File: src/bss_pkg.sv
// Shared types and constants for the box set statistics block.
package bss_pkg;

    localparam int CoordW   = 16;
    localparam int SideW    = 16;
    localparam int SumW     = 32;
    localparam int VolW     = 48;
    localparam int SmallW   = 49;
    localparam int TotalW   = 64;
    localparam int CountW   = 17;
    localparam int ValW     = 49;
    localparam int CodeW    = 5;
    localparam int InDataW  = 6 * CoordW;
    localparam int OutDataW = 56;
    localparam int DivCntW  = 7;

    localparam logic [CountW-1:0] MAX_BOXES  = CountW'(65536);
    localparam logic [VolW-1:0]   RATIO_SAT  = {VolW{1'b1}};

    // statistic codes (first code of each group)
    localparam logic [CodeW-1:0] ST_SIDE_MAX   = 5'd0;
    localparam logic [CodeW-1:0] ST_SIDE_MIN   = 5'd3;
    localparam logic [CodeW-1:0] ST_SIDE_AVG   = 5'd6;
    localparam logic [CodeW-1:0] ST_CORNER_MIN = 5'd9;
    localparam logic [CodeW-1:0] ST_CORNER_MAX = 5'd12;
    localparam logic [CodeW-1:0] ST_BIG_VOL    = 5'd15;
    localparam logic [CodeW-1:0] ST_BIG_IDX    = 5'd16;
    localparam logic [CodeW-1:0] ST_BIG_SIDE   = 5'd17;
    localparam logic [CodeW-1:0] ST_SMALL_VOL  = 5'd20;
    localparam logic [CodeW-1:0] ST_SMALL_IDX  = 5'd21;
    localparam logic [CodeW-1:0] ST_SMALL_SIDE = 5'd22;
    localparam logic [CodeW-1:0] ST_AVG_VOL    = 5'd25;
    localparam logic [CodeW-1:0] ST_RATIO      = 5'd26;

    // divider jobs: 0..2 side averages per axis
    localparam logic [2:0] DIV_SIDE_X  = 3'd0;
    localparam logic [2:0] DIV_AVG_VOL = 3'd3;
    localparam logic [2:0] DIV_RATIO   = 3'd4;

    typedef struct packed {
        logic             load_in;
        logic             mul1;
        logic             mul2;
        logic             acc;
        logic             clear;
        logic             div_start;
        logic             div_store;
        logic [2:0]       div_sel;
        logic             load_out;
        logic [CodeW-1:0] stat_code;
    } dp_cmd_t;

    typedef struct packed {
        logic final_box;
        logic div_done;
    } dp_sts_t;

endpackage

File: src/bss_divider.sv
// Restoring divider, one quotient bit per cycle.
module bss_divider (
    input  logic                         clk,
    input  logic                         rst_n,
    input  logic                         start,
    input  logic [bss_pkg::TotalW-1:0]   dividend,
    input  logic [bss_pkg::SmallW-1:0]   divisor,
    output logic                         done,
    output logic [bss_pkg::TotalW-1:0]   quotient
);
    import bss_pkg::*;

    logic [TotalW-1:0]  q_reg, q_next;
    logic [SmallW-1:0]  rem_reg, rem_next;
    logic [SmallW-1:0]  dvs_reg;
    logic [DivCntW-1:0] cnt_reg, cnt_next;
    logic               done_reg, done_next;
    logic [SmallW:0]    shifted;
    logic [SmallW:0]    trial;

    always_comb
    begin
        shifted   = {rem_reg, q_reg[TotalW-1]};
        trial     = shifted - {1'b0, dvs_reg};
        q_next    = q_reg;
        rem_next  = rem_reg;
        cnt_next  = cnt_reg;
        done_next = 1'b0;
        if (start)
        begin
            q_next   = dividend;
            rem_next = '0;
            cnt_next = DivCntW'(TotalW);
        end
        else if (cnt_reg != '0)
        begin
            if (!trial[SmallW])
            begin
                rem_next = trial[SmallW-1:0];
                q_next   = {q_reg[TotalW-2:0], 1'b1};
            end
            else
            begin
                rem_next = shifted[SmallW-1:0];
                q_next   = {q_reg[TotalW-2:0], 1'b0};
            end
            cnt_next  = cnt_reg - 1'b1;
            done_next = (cnt_reg == DivCntW'(1));
        end
    end

    always_ff @(posedge clk or negedge rst_n)
    begin
        if (!rst_n)
        begin
            cnt_reg  <= '0;
            done_reg <= 1'b0;
        end
        else
        begin
            cnt_reg  <= cnt_next;
            done_reg <= done_next;
        end
    end

    always_ff @(posedge clk)
    begin
        q_reg   <= q_next;
        rem_reg <= rem_next;
        if (start)
            dvs_reg <= divisor;
    end

    assign done     = done_reg;
    assign quotient = q_reg;

endmodule

File: src/bss_datapath.sv
// Datapath: sides, volume, accumulators, divider jobs and output word register.
module bss_datapath (
    input  logic                           clk,
    input  logic                           rst_n,
    input  bss_pkg::dp_cmd_t               cmd,
    output bss_pkg::dp_sts_t               sts,
    input  logic [bss_pkg::InDataW-1:0]    in_data,
    input  logic                           in_last,
    output logic [bss_pkg::ValW-1:0]       out_value,
    output logic [bss_pkg::CodeW-1:0]      out_code,
    output logic                           out_last
);
    import bss_pkg::*;

    logic signed [CoordW-1:0] lo_reg [3];
    logic signed [CoordW-1:0] hi_reg [3];
    logic                     final_reg;
    logic [SideW-1:0]         side_reg [3];
    logic [2*SideW-1:0]       prod_reg;
    logic [VolW-1:0]          vol_reg;

    logic [SideW-1:0]         side_max_reg [3];
    logic [SideW-1:0]         side_min_reg [3];
    logic [SumW-1:0]          side_sum_reg [3];
    logic signed [CoordW-1:0] corner_min_reg [3];
    logic signed [CoordW-1:0] corner_max_reg [3];
    logic [VolW-1:0]          big_vol_reg;
    logic [CountW-1:0]        big_idx_reg;
    logic [SideW-1:0]         big_side_reg [3];
    logic [SmallW-1:0]        small_vol_reg;
    logic [CountW-1:0]        small_idx_reg;
    logic [SideW-1:0]         small_side_reg [3];
    logic [TotalW-1:0]        total_reg;
    logic [CountW-1:0]        count_reg;

    logic [SideW-1:0]         avg_side_reg [3];
    logic [VolW-1:0]          avg_vol_reg;
    logic [VolW-1:0]          ratio_reg;

    logic [ValW-1:0]          val_reg;
    logic [CodeW-1:0]         code_reg;
    logic                     last_reg;

    logic [SideW-1:0]         side_c [3];
    logic [TotalW-1:0]        div_dvd;
    logic [SmallW-1:0]        div_dvs;
    logic                     div_done;
    logic [TotalW-1:0]        div_q;
    logic                     take;
    logic [ValW-1:0]          val_c;
    logic [1:0]               ax;

    always_comb
    begin
        for (int a = 0; a < 3; a++)
        begin
            if (hi_reg[a] < lo_reg[a])
                side_c[a] = '0;
            else
                side_c[a] = SideW'(hi_reg[a] - lo_reg[a]);
        end
    end

    assign take = (count_reg < MAX_BOXES);

    bss_divider u_div (
        .clk      (clk),
        .rst_n    (rst_n),
        .start    (cmd.div_start),
        .dividend (div_dvd),
        .divisor  (div_dvs),
        .done     (div_done),
        .quotient (div_q)
    );

    always_comb
    begin
        div_dvd = total_reg;
        div_dvs = SmallW'(count_reg);
        unique case (cmd.div_sel)
            DIV_AVG_VOL:
                div_dvd = total_reg;
            DIV_RATIO:
            begin
                div_dvd = TotalW'(big_vol_reg);
                div_dvs = small_vol_reg;
            end
            default:
                if (cmd.div_sel < DIV_AVG_VOL)
                    div_dvd = TotalW'(side_sum_reg[cmd.div_sel[1:0]]);
        endcase
    end

    // statistic word selection
    always_comb
    begin
        val_c = '0;
        ax    = '0;
        priority if (cmd.stat_code < ST_SIDE_MIN)
        begin
            ax    = 2'(cmd.stat_code - ST_SIDE_MAX);
            val_c = ValW'(side_max_reg[ax]);
        end
        else if (cmd.stat_code < ST_SIDE_AVG)
        begin
            ax    = 2'(cmd.stat_code - ST_SIDE_MIN);
            val_c = ValW'(side_min_reg[ax]);
        end
        else if (cmd.stat_code < ST_CORNER_MIN)
        begin
            ax    = 2'(cmd.stat_code - ST_SIDE_AVG);
            val_c = ValW'(avg_side_reg[ax]);
        end
        else if (cmd.stat_code < ST_CORNER_MAX)
        begin
            ax    = 2'(cmd.stat_code - ST_CORNER_MIN);
            val_c = ValW'(signed'(corner_min_reg[ax]));
        end
        else if (cmd.stat_code < ST_BIG_VOL)
        begin
            ax    = 2'(cmd.stat_code - ST_CORNER_MAX);
            val_c = ValW'(signed'(corner_max_reg[ax]));
        end
        else if (cmd.stat_code == ST_BIG_VOL)
            val_c = ValW'(big_vol_reg);
        else if (cmd.stat_code == ST_BIG_IDX)
            val_c = ValW'(signed'(big_idx_reg));
        else if (cmd.stat_code < ST_SMALL_VOL)
        begin
            ax    = 2'(cmd.stat_code - ST_BIG_SIDE);
            val_c = ValW'(big_side_reg[ax]);
        end
        else if (cmd.stat_code == ST_SMALL_VOL)
            val_c = small_vol_reg;
        else if (cmd.stat_code == ST_SMALL_IDX)
            val_c = ValW'(signed'(small_idx_reg));
        else if (cmd.stat_code < ST_AVG_VOL)
        begin
            ax    = 2'(cmd.stat_code - ST_SMALL_SIDE);
            val_c = ValW'(small_side_reg[ax]);
        end
        else if (cmd.stat_code == ST_AVG_VOL)
            val_c = ValW'(avg_vol_reg);
        else
            val_c = ValW'(ratio_reg);
    end

    // item capture, products, divider results, output word
    always_ff @(posedge clk)
    begin
        if (cmd.load_in)
        begin
            for (int a = 0; a < 3; a++)
            begin
                lo_reg[a] <= in_data[2*a*CoordW +: CoordW];
                hi_reg[a] <= in_data[(2*a+1)*CoordW +: CoordW];
            end
            final_reg <= in_last;
        end
        if (cmd.mul1)
        begin
            for (int a = 0; a < 3; a++)
                side_reg[a] <= side_c[a];
            prod_reg <= side_c[0] * side_c[1];
        end
        if (cmd.mul2)
            vol_reg <= prod_reg * side_reg[2];
        if (cmd.div_store)
        begin
            unique case (cmd.div_sel)
                DIV_AVG_VOL:
                    avg_vol_reg <= (count_reg == '0) ? '0 : div_q[VolW-1:0];
                DIV_RATIO:
                    ratio_reg <= (small_vol_reg == '0) ? RATIO_SAT : div_q[VolW-1:0];
                default:
                    if (cmd.div_sel < DIV_AVG_VOL)
                        avg_side_reg[cmd.div_sel[1:0]] <=
                            (count_reg == '0) ? '0 : div_q[SideW-1:0];
            endcase
        end
        if (cmd.load_out)
        begin
            val_reg  <= val_c;
            code_reg <= cmd.stat_code;
            last_reg <= (cmd.stat_code == ST_RATIO);
        end
    end

    // accumulators
    always_ff @(posedge clk or negedge rst_n)
    begin
        if (!rst_n)
        begin
            for (int a = 0; a < 3; a++)
            begin
                side_max_reg[a]   <= '0;
                side_min_reg[a]   <= '1;
                side_sum_reg[a]   <= '0;
                corner_min_reg[a] <= 16'sh7fff;
                corner_max_reg[a] <= 16'sh8000;
                big_side_reg[a]   <= '0;
                small_side_reg[a] <= '0;
            end
            big_vol_reg   <= '0;
            big_idx_reg   <= '1;
            small_vol_reg <= '1;
            small_idx_reg <= '1;
            total_reg     <= '0;
            count_reg     <= '0;
        end
        else if (cmd.clear)
        begin
            for (int a = 0; a < 3; a++)
            begin
                side_max_reg[a]   <= '0;
                side_min_reg[a]   <= '1;
                side_sum_reg[a]   <= '0;
                corner_min_reg[a] <= 16'sh7fff;
                corner_max_reg[a] <= 16'sh8000;
                big_side_reg[a]   <= '0;
                small_side_reg[a] <= '0;
            end
            big_vol_reg   <= '0;
            big_idx_reg   <= '1;
            small_vol_reg <= '1;
            small_idx_reg <= '1;
            total_reg     <= '0;
            count_reg     <= '0;
        end
        else if (cmd.acc && take)
        begin
            for (int a = 0; a < 3; a++)
            begin
                if (side_reg[a] > side_max_reg[a])
                    side_max_reg[a] <= side_reg[a];
                if (side_reg[a] < side_min_reg[a])
                    side_min_reg[a] <= side_reg[a];
                side_sum_reg[a] <= side_sum_reg[a] + SumW'(side_reg[a]);
                if (lo_reg[a] < corner_min_reg[a])
                    corner_min_reg[a] <= lo_reg[a];
                if (hi_reg[a] > corner_max_reg[a])
                    corner_max_reg[a] <= hi_reg[a];
            end
            if (vol_reg > big_vol_reg)
            begin
                big_vol_reg <= vol_reg;
                big_idx_reg <= count_reg;
                for (int a = 0; a < 3; a++)
                    big_side_reg[a] <= side_reg[a];
            end
            if (SmallW'(vol_reg) < small_vol_reg)
            begin
                small_vol_reg <= SmallW'(vol_reg);
                small_idx_reg <= count_reg;
                for (int a = 0; a < 3; a++)
                    small_side_reg[a] <= side_reg[a];
            end
            total_reg <= total_reg + TotalW'(vol_reg);
            count_reg <= count_reg + 1'b1;
        end
    end

    assign sts.final_box = final_reg;
    assign sts.div_done  = div_done;
    assign out_value     = val_reg;
    assign out_code      = code_reg;
    assign out_last      = last_reg;

endmodule

File: src/bss_ctrl.sv
// Controller: sequences item steps, divider jobs and the statistics burst.
module bss_ctrl (
    input  logic                        clk,
    input  logic                        rst_n,
    input  logic                        in_valid,
    output logic                        in_ready,
    output logic                        out_valid,
    input  logic                        out_ready,
    output bss_pkg::dp_cmd_t            cmd,
    input  bss_pkg::dp_sts_t            sts
);
    import bss_pkg::*;

    typedef enum logic [2:0] {
        S_IDLE,
        S_MUL1,
        S_MUL2,
        S_ACC,
        S_DIV_GO,
        S_DIV_WAIT,
        S_EMIT
    } state_t;

    state_t           state_reg, state_next;
    logic [2:0]       sel_reg, sel_next;
    logic [CodeW-1:0] idx_reg, idx_next;
    logic             valid_reg, valid_next;

    always_comb
    begin
        state_next    = state_reg;
        sel_next      = sel_reg;
        idx_next      = idx_reg;
        cmd           = '0;
        cmd.div_sel   = sel_reg;
        cmd.stat_code = idx_reg;
        valid_next    = out_ready ? 1'b0 : valid_reg;
        unique case (state_reg)
            S_IDLE:
                if (in_valid)
                begin
                    cmd.load_in = 1'b1;
                    state_next  = S_MUL1;
                end
            S_MUL1:
            begin
                cmd.mul1   = 1'b1;
                state_next = S_MUL2;
            end
            S_MUL2:
            begin
                cmd.mul2   = 1'b1;
                state_next = S_ACC;
            end
            S_ACC:
            begin
                cmd.acc  = 1'b1;
                sel_next = DIV_SIDE_X;
                state_next = sts.final_box ? S_DIV_GO : S_IDLE;
            end
            S_DIV_GO:
            begin
                cmd.div_start = 1'b1;
                state_next    = S_DIV_WAIT;
            end
            S_DIV_WAIT:
                if (sts.div_done)
                begin
                    cmd.div_store = 1'b1;
                    if (sel_reg == DIV_RATIO)
                    begin
                        idx_next   = ST_SIDE_MAX;
                        state_next = S_EMIT;
                    end
                    else
                    begin
                        sel_next   = sel_reg + 1'b1;
                        state_next = S_DIV_GO;
                    end
                end
            S_EMIT:
                if (!valid_reg || out_ready)
                begin
                    cmd.load_out = 1'b1;
                    valid_next   = 1'b1;
                    if (idx_reg == ST_RATIO)
                    begin
                        cmd.clear  = 1'b1;
                        state_next = S_IDLE;
                    end
                    else
                        idx_next = idx_reg + 1'b1;
                end
            default:
                state_next = S_IDLE;
        endcase
    end

    always_ff @(posedge clk or negedge rst_n)
    begin
        if (!rst_n)
        begin
            state_reg <= S_IDLE;
            sel_reg   <= '0;
            idx_reg   <= '0;
            valid_reg <= 1'b0;
        end
        else
        begin
            state_reg <= state_next;
            sel_reg   <= sel_next;
            idx_reg   <= idx_next;
            valid_reg <= valid_next;
        end
    end

    assign in_ready  = (state_reg == S_IDLE);
    assign out_valid = valid_reg;

endmodule

File: src/box_set_statistics.sv
// Top level of the box set statistics block.
//
// Input stream: one axis-aligned box per word. s_axis_tdata carries the six
// signed 16-bit corner coordinates, s_axis_tlast marks the last box of a set.
// Each box passes through the capture, side/first product, second product and
// accumulate steps: a 16x16 multiply, then a 32x16 multiply, then the accumulator
// update; the next box is taken only after the accumulate step is done.
// On the last box the block runs five divisions (three side averages, the
// average volume and the volume ratio) on one shared restoring divider,
// then sends 27 statistic words on the output stream:
// m_axis_tuser holds the statistic code, m_axis_tdata the signed value,
// m_axis_tlast marks the ratio word. The burst runs one word a cycle while the
// receiver is ready.
// A stalled receiver holds the output register and pauses the burst; input is
// refused until the last word is loaded, after which the accumulators clear
// and new boxes are taken while that word still waits.
// Reset clears all accumulators and any burst in progress.
module box_set_statistics (
    input  logic        clk,
    input  logic        rst_n,
    input  logic        s_axis_tvalid,
    output logic        s_axis_tready,
    input  logic [95:0] s_axis_tdata,   // low_x, high_x, low_y, high_y, low_z, high_z
    input  logic        s_axis_tlast,   // final_box
    output logic        m_axis_tvalid,
    input  logic        m_axis_tready,
    output logic [55:0] m_axis_tdata,   // stat_value[48:0], zero pad
    output logic [4:0]  m_axis_tuser,   // stat_code
    output logic        m_axis_tlast    // final_stat
);
    import bss_pkg::*;

    dp_cmd_t         cmd;
    dp_sts_t         sts;
    logic [ValW-1:0] value;

    bss_ctrl u_ctrl (
        .clk       (clk),
        .rst_n     (rst_n),
        .in_valid  (s_axis_tvalid),
        .in_ready  (s_axis_tready),
        .out_valid (m_axis_tvalid),
        .out_ready (m_axis_tready),
        .cmd       (cmd),
        .sts       (sts)
    );

    bss_datapath u_dp (
        .clk       (clk),
        .rst_n     (rst_n),
        .cmd       (cmd),
        .sts       (sts),
        .in_data   (s_axis_tdata),
        .in_last   (s_axis_tlast),
        .out_value (value),
        .out_code  (m_axis_tuser),
        .out_last  (m_axis_tlast)
    );

    assign m_axis_tdata = {{(OutDataW-ValW){1'b0}}, value};

endmodule
File: config.mk
export PLATFORM = sky130hd
export DESIGN_NAME = box_set_statistics
export DESIGN_NICKNAME = d
export VERILOG_FILES = /design/src/bss_pkg.sv /design/src/bss_divider.sv /design/src/bss_datapath.sv /design/src/bss_ctrl.sv /design/src/box_set_statistics.sv
export SDC_FILE = /design/constraint.sdc
export NUM_CORES = 2
export LEC_CHECK = 0
export CAP_MARGIN = 10
export CORE_MARGIN = 2
export CORE_UTILIZATION = 40
export CTS_CLUSTER_DIAMETER = 200
export DETAILED_ROUTE_END_ITERATION = 7
export DONT_BUFFER_PORTS = 1
export HOLD_SLACK_MARGIN = 0.03
export SLEW_MARGIN = 40
export SYNTH_ARGS = -nofsm -noshare
export SYNTH_HDL_FRONTEND = slang
export SYNTH_SLANG_ARGS = --single-unit
File: constraint.sdc
create_clock -name clk -period 19.2 [get_ports clk]
set_clock_uncertainty 0.15 [all_clocks]
set_input_delay 1.92 -clock clk [delete_from_list [all_inputs] [get_ports clk]]
set_output_delay 1.92 -clock clk [all_outputs]
set_load 0.1 [all_outputs]
==> flow_summary.toml <==
[global_route]
grt_max_degree = 135
grtUsageTotal = 0.268
overflow = 0
antenna_found_initial = 18
grt_pass1_wl_um = 482000
grt_pass1_vias = 75400

[synth]
synth_top_area_cell = "edfxtp_1"
syn_avg_cell_area_um2 = 9.35
post_synth_num_cell_types = 92
synth_common_cells = "1227 x inv_1, 1218 x nand2_1, 714 x ha_1"
yosys_warnings = 0
synth_area_mm2 = 0.0933
async_flop_share = 0.512
synth_top_area_frac = 0.173
synth_ff_type = "edfxtp_1"
synth_edf_count = 537
synth.most_common_cell = "inv_1"
synth.area.top_cells = "edfxtp_1 17%, fa_1 13%, dfrtp_1 12%"
synth_seq_area_share = 0.351
syn-instance-count = 9980
ys_seq_elements = 1202

[critical_path]
startpoint_type = "flop"
critPathTopFamily = "adder cells"
slowest_delay_ps = 690
critPathBufInv = 4
path_common_cell = "fa_1"
worst-r2r-setup-slack_ps = 8020
crit_required_ps = 19620
crit_fanout = 18
path_class = "reg -> reg"
worst_setup_path_end_kind = "flop"
worstPathArrival_ps = 11600
crit_slowest_cell = "ha_1"

[route]
drc_errors = 6
wl_met2_um = 144000
ant_nets = 0
vias = 75800
highest_layer = "met5"
routed_wl_um = 322000
initialDrtViolationCount = 8086
wire_per_inst_um = 24.9
dr.pass1.iters = 8
avgViaCountPerCell = 5.86
dr_wl_met3_um = 29800
wl_met1_um = 136000

[timing]
finalSetupViolCount = 0
period_share = 0.582
finalHoldViolations = 0
tightest_slew_ps = 966
hold_ws_ps = 312
final.setup.tns_ps = 0
rsz0062_at_grt = "no"
slew_viol_final = 0
fin_crit_ps = 11180
fmax_mhz = 89.5
max-slew-margin-rel = 0.352

[clock_network]
cts_setup_buffers = 0
hold_buffers = 0
cts.sinks = 1202
cts_max_level = 4
cts_root_buffer = "clkbuf_16"
tritoncts = "yes"
clk_pin_slew_ps = 50
numCtsBuffers = 146
clock_path_buffers = 3
clk-insertion-delay-late_ps = 850
ctsResizeCount = 0

[placed_design]
place_congestion = 0.956
io_buffers = 0
dp.cells = 12600
dp_hpwl_um = 235000

[finish]
layout-drive-gt1-share = 0.0798
finalNetCount = 11200
nFillCells = 22200
largest_reg_flops = 96
final_cells = 12900
seqCellArea_mm2 = 0.0328
area_growth_pct = 9.65
multi_input_area_mm2 = 0.0541

[floorplanning]
rows = 177
die_w_um = 487
die_h_um = 487
die-area_mm2 = 0.237
start_util = 0.402
pin_count = 165
core_area_mm2 = 0.232

[min_path]
hold_class = "reg -> reg"

[run_status]
violations = "DRC"
status = "finished with violations"

[flow_run]
maxCapViolations = 0
-- worst min-delay path, cell delays in order, from the launching register on --
cell      delay [ps]
edfxtp_1         320
nand2_1           50
nand2_1           60
-- worst paths after layout --
path	end	cells past startpoint	start
hold reg to reg	u_ctrl.state_reg[2]	2	u_dp.final_reg
setup reg to reg	u_dp.prod_reg[30]	36	u_dp.lo_reg[0][16]
setup / recovery	u_dp.prod_reg[30]	36	u_dp.lo_reg[0][16]
max in group asynchronous	u_dp.big_vol_reg[45]	4	rst_n
min in group asynchronous	u_dp.corner_max_reg[42]	0	rst_n
hold / removal	u_ctrl.state_reg[2]	2	u_dp.final_reg
-- through the flow --
stage / utilization / cell area [µm²] / setup slack [ps]
floorplan: - / 93300 / 9350
global placement: 0.415 / 96300 / 8160
detailed placement: 0.419 / 97200 / 8070
CTS: 0.440 / 102000 / 8010
global route: 0.440 / 102000 / 7300
finish: 0.440 / 102000 / 8020
-- cell type report --
class / instances / area share
multi-input cells: 6982 / 0.529
flip-flops and latches: 1202 / 0.320
inverters: 1241 / 0.0456
clock buffers: 213 / 0.0411
well taps: 3043 / 0.0372
repair buffers: 179 / 0.0199
clock inverters: 61 / 0.00674
diodes: 5 / 0.000122
-- kinds of logic (layout without fill, tap and decap cells) --
logic type | Yosys count | count (layout) | synth area share
AO/OA/AOI/OAI | 2190 | 2190 | 0.150
XOR/XNOR | 248 | 248 | 0.0234
adder cells (fa/ha/maj) | 1334 | 1334 | 0.229
buffers and inverters | 1802 | 1694 | 0.0732
flip-flops | 1202 | 1202 | 0.351
multiplexers | 257 | 257 | 0.0282
other | 1 | 12 | 0.0000402
AND/OR/NAND/NOR | 2946 | 2946 | 0.145
-- routing by layer --
metal / track usage / up-vias
met5: 0 / -
met4: 0.0989 / 12
li1: - / 33700
met1: 0.364 / 38000
met2: 0.417 / 3439
met3: 0.0606 / 636
-- layout by cell type, fill, tap and decap left out, drive strengths merged, types with 70 or more instances in the layout --
cell type,n
a211oi,127
a21o,186
a21oi,503
a221oi,96
a31oi,71
and2,264
buf,177
clkbuf,215
dfrtp,437
dfstp,179
edfxtp,537
fa,620
ha,714
inv,1235
mux2i,215
nand2,1218
nand2b,70
nand3,355
nand4,83
nor2,553
nor3,113
o211ai,86
o21ai,672
xnor2,146
xor2,102
Power is left out: the tool's default activity adds up to more than one toggle a clock period on the data nets, which glitch-free logic cannot reach.
